`src/rtl/core/ptvb_pkg.sv`:
```
// ----------------------------------------------------------------------------
// ptvb_pkg
// shared types, constants and command/status bundles of the top-k view blend
// ----------------------------------------------------------------------------
package ptvb_pkg;

  localparam int MaxPointsDef  = 4096;
  localparam int MaxKeepDef    = 8;
  localparam int MaxCamerasDef = 256;

  localparam int PT_W  = 12;
  localparam int WT_W  = 16;
  localparam int CH_W  = 8;
  localparam int CAM_W = 8;
  localparam int INT_W = 8;
  // count and entry index width covering the largest keep count
  localparam int CNT_W = 5;

  localparam int S_TDATA_W = 72;
  localparam int M_TDATA_W = 64;

  localparam logic CFG_BLEND_MODE = 1'b0;
  localparam logic CFG_REQ_KEEP   = 1'b1;

  localparam logic MODE_OFFER    = 1'b0;
  localparam logic MODE_FINALIZE = 1'b1;

  localparam logic [1:0] RK_GRAY   = 2'd0;
  localparam logic [1:0] RK_SINGLE = 2'd1;
  localparam logic [1:0] RK_BLEND  = 2'd2;

  typedef struct packed {
    logic [CAM_W-1:0] cam;
    logic [CH_W-1:0]  b;
    logic [CH_W-1:0]  g;
    logic [CH_W-1:0]  r;
    logic [WT_W-1:0]  w;
  } cand_t;

  typedef struct packed {
    logic             load_item;
    logic             cnt_wr;
    logic [CNT_W-1:0] cnt_wdata;
    logic             tbl_rd;
    logic [CNT_W-1:0] tbl_ridx;
    logic             tbl_wr;
    logic [CNT_W-1:0] tbl_widx;
    logic             tbl_wnew;
    logic             acc_clr;
    logic             acc_en;
    logic             div_start;
    logic             div_step;
    logic             out_load;
    logic [1:0]       out_kind;
    logic             clr_step;
  } cmd_t;

  typedef struct packed {
    logic             mode;
    logic             offer_ok;
    logic             pt_ok;
    logic [CNT_W-1:0] cnt;
    logic [CNT_W-1:0] keep;
    logic             rd_ge;
    logic             blend;
    logic             clr_last;
    logic             div_last;
    logic             out_free;
  } sts_t;

endpackage

```
`src/rtl/core/ptvb_ctrl.sv`:
```
// ----------------------------------------------------------------------------
// ptvb_ctrl
// sequencer for count clearing, sorted insertion, accumulation and division
// ----------------------------------------------------------------------------
module ptvb_ctrl
  import ptvb_pkg::*;
(
  input  logic clk_i,
  input  logic rst_ni,
  input  logic s_valid_i,
  output logic s_ready_o,
  input  sts_t sts_i,
  output cmd_t cmd_o
);

  localparam logic [3:0] S_CLEAR = 4'd0;
  localparam logic [3:0] S_IDLE  = 4'd1;
  localparam logic [3:0] S_CNT   = 4'd2;
  localparam logic [3:0] S_REPL  = 4'd3;
  localparam logic [3:0] S_WALK  = 4'd4;
  localparam logic [3:0] S_PUT0  = 4'd5;
  localparam logic [3:0] S_FRD   = 4'd6;
  localparam logic [3:0] S_FPOST = 4'd7;
  localparam logic [3:0] S_DIV   = 4'd8;
  localparam logic [3:0] S_EMIT  = 4'd9;

  logic [3:0]       state_q, state_d;
  logic [CNT_W-1:0] i_q, i_d;
  logic [CNT_W-1:0] n_q, n_d;
  logic [1:0]       kind_q, kind_d;

  assign s_ready_o = (state_q == S_IDLE);

  always_comb begin
    cmd_o   = '0;
    state_d = state_q;
    i_d     = i_q;
    n_d     = n_q;
    kind_d  = kind_q;
    case (state_q)
      S_CLEAR: begin
        cmd_o.clr_step = 1'b1;
        if (sts_i.clr_last) state_d = S_IDLE;
      end
      S_IDLE: begin
        if (s_valid_i) begin
          cmd_o.load_item = 1'b1;
          state_d = S_CNT;
        end
      end
      S_CNT: begin
        n_d = sts_i.cnt;
        if (sts_i.mode == MODE_OFFER) begin
          if (!sts_i.offer_ok) begin
            state_d = S_IDLE;
          end else if (sts_i.cnt < sts_i.keep) begin
            cmd_o.cnt_wr    = 1'b1;
            cmd_o.cnt_wdata = sts_i.cnt + CNT_W'(1);
            if (sts_i.cnt == '0) begin
              cmd_o.tbl_wr   = 1'b1;
              cmd_o.tbl_widx = '0;
              cmd_o.tbl_wnew = 1'b1;
              state_d = S_IDLE;
            end else begin
              cmd_o.tbl_rd   = 1'b1;
              cmd_o.tbl_ridx = sts_i.cnt - CNT_W'(1);
              i_d = sts_i.cnt - CNT_W'(1);
              state_d = S_WALK;
            end
          end else if (sts_i.cnt != '0) begin
            cmd_o.tbl_rd   = 1'b1;
            cmd_o.tbl_ridx = sts_i.cnt - CNT_W'(1);
            state_d = S_REPL;
          end else begin
            state_d = S_IDLE;
          end
        end else begin
          if (!sts_i.pt_ok || sts_i.cnt == '0) begin
            kind_d  = RK_GRAY;
            state_d = S_EMIT;
          end else begin
            cmd_o.cnt_wr    = 1'b1;
            cmd_o.cnt_wdata = '0;
            cmd_o.acc_clr   = 1'b1;
            cmd_o.tbl_rd    = 1'b1;
            cmd_o.tbl_ridx  = '0;
            i_d = '0;
            state_d = S_FRD;
          end
        end
      end
      S_REPL: begin
        if (sts_i.rd_ge) begin
          state_d = S_IDLE;
        end else if (n_q == CNT_W'(1)) begin
          cmd_o.tbl_wr   = 1'b1;
          cmd_o.tbl_widx = '0;
          cmd_o.tbl_wnew = 1'b1;
          state_d = S_IDLE;
        end else begin
          cmd_o.tbl_rd   = 1'b1;
          cmd_o.tbl_ridx = n_q - CNT_W'(2);
          i_d = n_q - CNT_W'(2);
          state_d = S_WALK;
        end
      end
      S_WALK: begin
        cmd_o.tbl_wr   = 1'b1;
        cmd_o.tbl_widx = i_q + CNT_W'(1);
        if (sts_i.rd_ge) begin
          cmd_o.tbl_wnew = 1'b1;
          state_d = S_IDLE;
        end else if (i_q == '0) begin
          state_d = S_PUT0;
        end else begin
          cmd_o.tbl_rd   = 1'b1;
          cmd_o.tbl_ridx = i_q - CNT_W'(1);
          i_d = i_q - CNT_W'(1);
        end
      end
      S_PUT0: begin
        cmd_o.tbl_wr   = 1'b1;
        cmd_o.tbl_widx = '0;
        cmd_o.tbl_wnew = 1'b1;
        state_d = S_IDLE;
      end
      S_FRD: begin
        cmd_o.acc_en = 1'b1;
        if (i_q == n_q - CNT_W'(1)) begin
          state_d = S_FPOST;
        end else begin
          cmd_o.tbl_rd   = 1'b1;
          cmd_o.tbl_ridx = i_q + CNT_W'(1);
          i_d = i_q + CNT_W'(1);
        end
      end
      S_FPOST: begin
        if (!sts_i.blend || n_q == CNT_W'(1)) begin
          kind_d  = RK_SINGLE;
          state_d = S_EMIT;
        end else begin
          cmd_o.div_start = 1'b1;
          state_d = S_DIV;
        end
      end
      S_DIV: begin
        cmd_o.div_step = 1'b1;
        if (sts_i.div_last) begin
          kind_d  = RK_BLEND;
          state_d = S_EMIT;
        end
      end
      S_EMIT: begin
        if (sts_i.out_free) begin
          cmd_o.out_load = 1'b1;
          cmd_o.out_kind = kind_q;
          state_d = S_IDLE;
        end
      end
      default: state_d = S_IDLE;
    endcase
  end

  always_ff @(posedge clk_i or negedge rst_ni) begin
    if (!rst_ni) begin
      state_q <= S_CLEAR;
      i_q     <= '0;
      n_q     <= '0;
      kind_q  <= RK_GRAY;
    end else begin
      state_q <= state_d;
      i_q     <= i_d;
      n_q     <= n_d;
      kind_q  <= kind_d;
    end
  end

endmodule

```
`config.mk`:
```
export PLATFORM = sky130hd
export DESIGN_NAME = ptvb_ctrl
export DESIGN_NICKNAME = d
export VERILOG_FILES = /design/src/rtl/core/ptvb_pkg.sv /design/src/rtl/core/ptvb_ctrl.sv
export SDC_FILE = /design/constraint.sdc
export NUM_CORES = 1
export LEC_CHECK = 0
export BUFFER_PORTS_ARGS = -buffer_cell sky130_fd_sc_hd__buf_2
export CORE_MARGIN = 3
export CORE_UTILIZATION = 54
export CTS_CLUSTER_DIAMETER = 40
export DETAILED_ROUTE_END_ITERATION = 7
export GPL_TIMING_DRIVEN = 0
export PLACE_DENSITY = 0.88
export REMOVE_ABC_BUFFERS = 1
export SKIP_CTS_REPAIR_TIMING = 1
export SYNTH_ARGS = -nofsm -noshare
export SYNTH_HDL_FRONTEND = slang
export SYNTH_SLANG_ARGS = --single-unit
```
`constraint.sdc`:
```
create_clock -name clk_i -period 3 [get_ports clk_i]
set_clock_uncertainty 0.2 [all_clocks]
set_input_delay 0.15 -clock clk_i [delete_from_list [all_inputs] [get_ports clk_i]]
set_output_delay 0.15 -clock clk_i [all_outputs]
set_load 0.02 [all_outputs]
```
==> results.ini, run 1 <==
[status]
violations = hold timing
status = finished with violations

[sta]
finalCriticalPeriod_ns = 2.87
holdWs_ns = -0.0194
grt_setup_unrepaired = no
period_share_pct = 95.7
max_freq_ghz = 0.348
tightest_slew_ns = 0.759
finalHoldViolations = 1
setup_viol = 0
relSlewSlack_pct = 48.7
drv_slew = 0

[clock_network]
htreeDepth = 1
cts_buffer_depth = 2
path_clk_slew_ns = 0.07
clock_latency_ns = 0.26
cts_tree = built
clock_sinks = 16
cts_root_buf = clkbuf_8
cts_made_buffers = 3

[layout]
multi_input_area_um2 = 1490
drive_gt1_share_pct = 22.2
instances_no_fill = 352
register_area_um2 = 403
fin_nets = 342
areaGrowthSynthToFinish_pct = 16.5
diodes = 0
fill_cells = 311

[worst_setup_path]
r2r_slack_ns = 0.32
crit_type = register to primary output
cp_num_buf_inv = 1
cp.depth = 5
crit_start = state_q[3]
path_max_fanout = 18
cp_cell_sequence = or4b_1 -> nor3_1 -> a21oi_1 -> o21ai_0 -> buf_2
cp-end-kind = primary output
r2r_start = i_q[0]
cp_data_required_time_ns = 2.65
cp_slowest_cell = or4b_1
rr_worst_depth = 7
crit_end = cmd_o[15]
cp_top_family = simple AND/OR/NAND/NOR gates
critPathArrivalTime_ns = 2.52
r2r_end = i_q[2]
worstSetupStartpointType = register
worst_path_largest_cell_delay_ns = 0.74

[die]
core_um2 = 3470
die_y_um = 67.2
initial_core_util_pct = 58.3
pin_count = 50
die_x_um = 67.2
fp.dieArea_um2 = 4520
num_rows = 21

[synth]
netlist_area_um2 = 2020
netlist.area_leader.share_pct = 19.8
synth_flop_cell = dfrtp_1
synth_edf_count = 0
ys_ff_latch = 16
synthMostInstantiatedCell = nor2_1
yosys.area.top_type = dfrtp_1
synth_cell_types = 61
synth_area_leaders = dfrtp_1 (20%), ha_1 (8.7%), xnor2_1 (5.6%), nor2_1 (5.6%), o21ai_0 (3.7%)
synth-async-reset-ratio_pct = 100
yosysSeqAreaShare_pct = 19.8
ys_top_cells_by_count = nor2_1 (30), inv_1 (18), dfrtp_1 (16), nand2_1 (16), o21ai_0 (15)
synthCells = 265
ys_warn_count = 0
postSynthAreaPerCell_um2 = 7.63

[detailed_routing]
wl_per_cell_um = 16.2
drc_errors = 0
vias = 2217
drtIter0Drc = 394
ant_nets = 0
first_pass_iters = 5
viasPerCell = 6.30
drt-total-wl_um = 5710

[flow_run]
max-cap-violations = 0

[power_and_ir_drop]
p_int_mw = 0.951
p_sw_mw = 0.986
vdd_ir_drop_max_v = 0.000614
comb_power_share_pct = 61.6
power_density_nw_per_um2 = 822
netSwitchingFraction_pct = 50.9
p_leak_nw = 1.08
power.clock.fraction_pct = 10.3
p_seq_share_pct = 28.1

[global_routing]
antenna_found_initial = 0
grt_pass1_vias = 1965
grt_max_degree = 21
grt-ovfl-total = 0
track_usage_pct = 26.2
grt_pass1_wl_um = 9110

[place]
io_buffers = 49
place_congestion = 0.918
dp_cells = 344
dpl.hpwl_um = 4460

[min_path]
hold_class = primary input to register

## per-layer routing
| metal | wire [µm] | up-vias | GRT usage [%] | share of wire, % |
|---|---|---|---|---|
| met2 | 2740 | 119 | 43.2 | 48 |
| met4 | 158 | 0 | 9.37 | 2.8 |
| met5 | 0 | - | 0 | 0 |
| met3 | 458 | 24 | 4.16 | 8.0 |
| met1 | 2350 | 1029 | 34.5 | 41 |
| li1 | - | 1045 | - | - |
## layout make-up
cell class                 instances  area share [%]
multi-input combinational        214            63.3
sequential                        16            17.1
timing repair buffer              53            11.8
inverter                          19            3.03
tap                               46            2.44
clock buffer                       4            2.34
## worst min path at each step
| stage | depth (start not counted) | to | slack [ns] | startpoint |
|---|---|---|---|---|
| floorplan | 0 | i_q[0] | -0.35 | rst_ni |
| global placement | 1 | state_q[1] | -0.12 | rst_ni |
| detailed placement | 1 | state_q[1] | -0.11 | rst_ni |
| CTS | 1 | state_q[1] | -0.38 | rst_ni |
| global route | 3 | n_q[1] | 0.02 | sts_i[11] |
| finish | 3 | n_q[1] | -0.02 | sts_i[11] |
## placed cells by master (no fill, tap or decap), drive strengths merged, types with 3 or more instances in the layout
cell	count
a21oi	11
a22oi	3
and2	4
buf	51
clkbuf	5
dfrtp	16
ha	14
inv	19
mux2	4
mux2i	3
nand2	17
nand2b	5
nand3	12
nor2	30
nor2b	7
nor3	8
nor4	3
nor4b	5
o211ai	3
o21a	3
o21ai	17
o22ai	3
or3	3
or4b	3
xnor2	13
xor2	5
## logic make-up after synthesis
logic type | share of synthesized area, %
xor gates and xnor gates | 7.79
adders and majority gates | 8.66
DFF | 19.8
and+or+nand+nor | 28.3
AOI/OAI and AO/OA | 23.7
buffers and inverters | 6.93
muxes | 4.82
## tightest hold or removal path: stages
cell and delay (ns):
buf_2 0.14, nand2_1 0.06, o21ai_0 0.06
## state kept, by name, indices dropped and copies added (netlist names)
name     count
i_q          5
n_q          5
state_q      4
kind_q       2
## metrics by stage
step	instance area, µm²	power [mW]	setup slack, ns	TNS [ns]	util, %
3_3_place_gp	2260	1.66	-0.154	-0.599	65.1
2_1_floorplan	1950	1.36	0.375	0	-
3_5_place_dp	2260	1.69	-0.196	-0.934	65.1
4_1_cts	2310	1.90	-0.486	-4.65	66.7
6_report	2360	1.94	0.128	0	67.9
5_1_grt	2360	2.10	0.0115	0	67.9
## power by group through the flow
| stage | registers [mW] | clock network, mW | logic, mW |
|---|---|---|---|
| after floorplan | 0.471 | 0 | 0.890 |
| after global placement | 0.529 | 0 | 1.13 |
| after detailed placement | 0.534 | 0 | 1.16 |
| after CTS | 0.530 | 0.203 | 1.17 |
| after global routing | 0.572 | 0.210 | 1.32 |
| final | 0.544 | 0.200 | 1.19 |
No activity file was read; power rests on OpenSTA's default activity.
==> run 2: changes to the inputs <==
CORE_UTILIZATION = 56   (was 54)
CTS_BUF_LIST = sky130_fd_sc_hd__clkbuf_4   (was unset)
PLACE_DENSITY = 0.9   (was 0.88)
==> results.ini, run 2 (synthesis results as in run 1) <==
[status]
status = finished with violations
violations = hold timing

[detailed_routing]
vias = 2216  ; -0.045%
drc_errors = 0  ; unchanged
ant_nets = 0  ; unchanged
first_pass_iters = 6  ; +1
viasPerCell = 6.24  ; -0.89%
wl_per_cell_um = 16.3  ; +0.77%
drt-total-wl_um = 5800  ; +1.6%
drtIter0Drc = 236  ; -40%

[power_and_ir_drop]
power_mw = 1.89  ; -2.4%
power.clock.fraction_pct = 6.8  ; -3.5 points
p_leak_nw = 1.08  ; about the same
p_seq_share_pct = 29.1  ; +1.0 points
vdd_ir_drop_max_v = 0.000587  ; -4.5%
power_density_nw_per_um2 = 799  ; -2.8%
p_sw_mw = 0.987  ; +0.19%
netSwitchingFraction_pct = 52.3  ; +1.4 points
p_int_mw = 0.902  ; -5.1%
comb_power_share_pct = 64.2  ; +2.6 points

[global_routing]
track_usage_pct = 26.4  ; +0.17 points
grt_max_degree = 21  ; unchanged
grt-ovfl-total = 0  ; unchanged
grt_pass1_wl_um = 9050  ; -0.61%
antenna_found_initial = 0  ; unchanged
grt_pass1_vias = 1891  ; -3.8%

[flow_run]
max-cap-violations = 0  ; unchanged

[layout]
diodes = 0  ; unchanged
instances_no_fill = 355  ; +0.85%
areaGrowthSynthToFinish_pct = 16.9
final_cell_mix = buf_2 (49), nor2_1 (29), inv_1 (18)
final_common_cell = buf_2
top_regs = i_q (5), n_q (5), state_q (4)
drive_gt1_share_pct = 22.7  ; +0.43 points
fin_nets = 345  ; +0.88%

[die]
die_y_um = 66.1  ; -1.6%
num_rows = 21  ; unchanged
pin_count = 50  ; unchanged
initial_core_util_pct = 59.2  ; +0.90 points
fp.dieArea_um2 = 4370  ; -3.3%
core_um2 = 3420  ; -1.5%
die_x_um = 66.1  ; -1.6%

[sta]
setup_viol = 0  ; unchanged
relSlewSlack_pct = 48.7  ; about the same
max_freq_ghz = 0.355  ; +2.0%
finalHoldViolations = 1  ; unchanged
holdWs_ns = -0.00899  ; +0.0104 ns
period_share_pct = 93.9  ; -1.9 points
tightest_slew_ns = 0.760  ; +0.000702 ns
finalCriticalPeriod_ns = 2.82  ; -0.0559 ns
drv_slew = 0  ; unchanged
worst_slack_ns = 0.184  ; +0.0559 ns
setup_tns_ns = 0  ; unchanged
grt_setup_unrepaired = no

[worst_setup_path]
crit_type = register to primary output
cp-end-kind = primary output
r2r_start = i_q[0]
r2r_end = i_q[4]
rr_worst_depth = 7  ; unchanged
cp_data_required_time_ns = 2.65  ; about the same
r2r_slack_ns = 0.33  ; about the same
path_max_fanout = 16  ; -2
worstSetupStartpointType = register
crit_start = state_q[0]
critPathArrivalTime_ns = 2.47  ; -0.05 ns

[place]
io_buffers = 49  ; unchanged
dpl.hpwl_um = 4320  ; -3.1%
dp_cells = 344  ; unchanged
place_ws_ns = -0.215  ; -0.0196 ns
place_congestion = 0.913  ; -0.53%

[min_path]
hold_class = primary input to register
hold_path_depth = 3  ; unchanged
hp-start = sts_i[12]
worstHoldEndpoint = n_q[2]

[clock_network]
htreeDepth = 1  ; unchanged
cts_made_buffers = 3  ; unchanged
clock_sinks = 16  ; unchanged
clock_latency_ns = 0.31  ; +0.05 ns
path_clk_slew_ns = 0.11  ; +0.04 ns
cts_tree = built
cts_root_buf = clkbuf_4
cts_buffer_depth = 2  ; unchanged

run 2: worst max path at each step:
| stage | depth (start not counted) | end | slack [ns] |
|---|---|---|---|
| 6_report | 7 | cmd_o[16] | 0.18 |
| 5_1_grt | 7 | cmd_o[15] | 0.02 |
| 4_1_cts | 5 | cmd_o[8] | -0.59 |
| 3_5_place_dp | 5 | cmd_o[8] | -0.22 |
| 3_3_place_gp | 5 | cmd_o[8] | -0.14 |
| 2_1_floorplan | 3 | cmd_o[21] | 0.38 |
run 2: per-layer routing:
metal  share of wire [%]  track usage (%)  wire length [µm]  up-vias
li1                    -                -                 -     1053
met1                  42             35.4              2420     1035
met2                  48             42.9              2810      116
met3                 8.1             4.59               468       12
met4                 1.9             7.61               110        0
met5                   0                0                 0        -
run 2: power groups by stage:
| stage | sequential [mW] | clock [mW] | combinational (mW) |
|---|---|---|---|
| 5_1_grt | 0.570 | 0.143 | 1.33 |
| 4_1_cts | 0.531 | 0.130 | 1.16 |
| 2_1_floorplan | 0.471 | 0 | 0.890 |
| 3_5_place_dp | 0.536 | 0 | 1.15 |
| 6_report | 0.549 | 0.128 | 1.21 |
| 3_3_place_gp | 0.528 | 0 | 1.13 |
run 2: critical path, cell delays in order, from the launching register on:
cell	delay [ns]
dfrtp_1	0.58
nor4b_4	0.46
buf_4	0.26
nand2_1	0.10
nor2_2	0.24
a22oi_1	0.15
o211ai_1	0.14
buf_2	0.21
run 2: cell type report:
class | count | area [µm²]
multi-input cells | 214 | 1500
fillers | 290 | 1050
flip-flops and latches | 16 | 404
repair buffers | 56 | 308
inverters | 19 | 71.3
well taps | 46 | 57.6
clock buffers | 3 | 22.5
clock inverters | 1 | 3.75
run 2: metrics by stage:
step | cell area [µm²] | util (%)
2_1_floorplan | 1950 | -
3_3_place_gp | 2260 | 66.1
3_5_place_dp | 2260 | 66.1
4_1_cts | 2280 | 66.8
5_1_grt | 2360 | 69.2
6_report | 2360 | 69.2
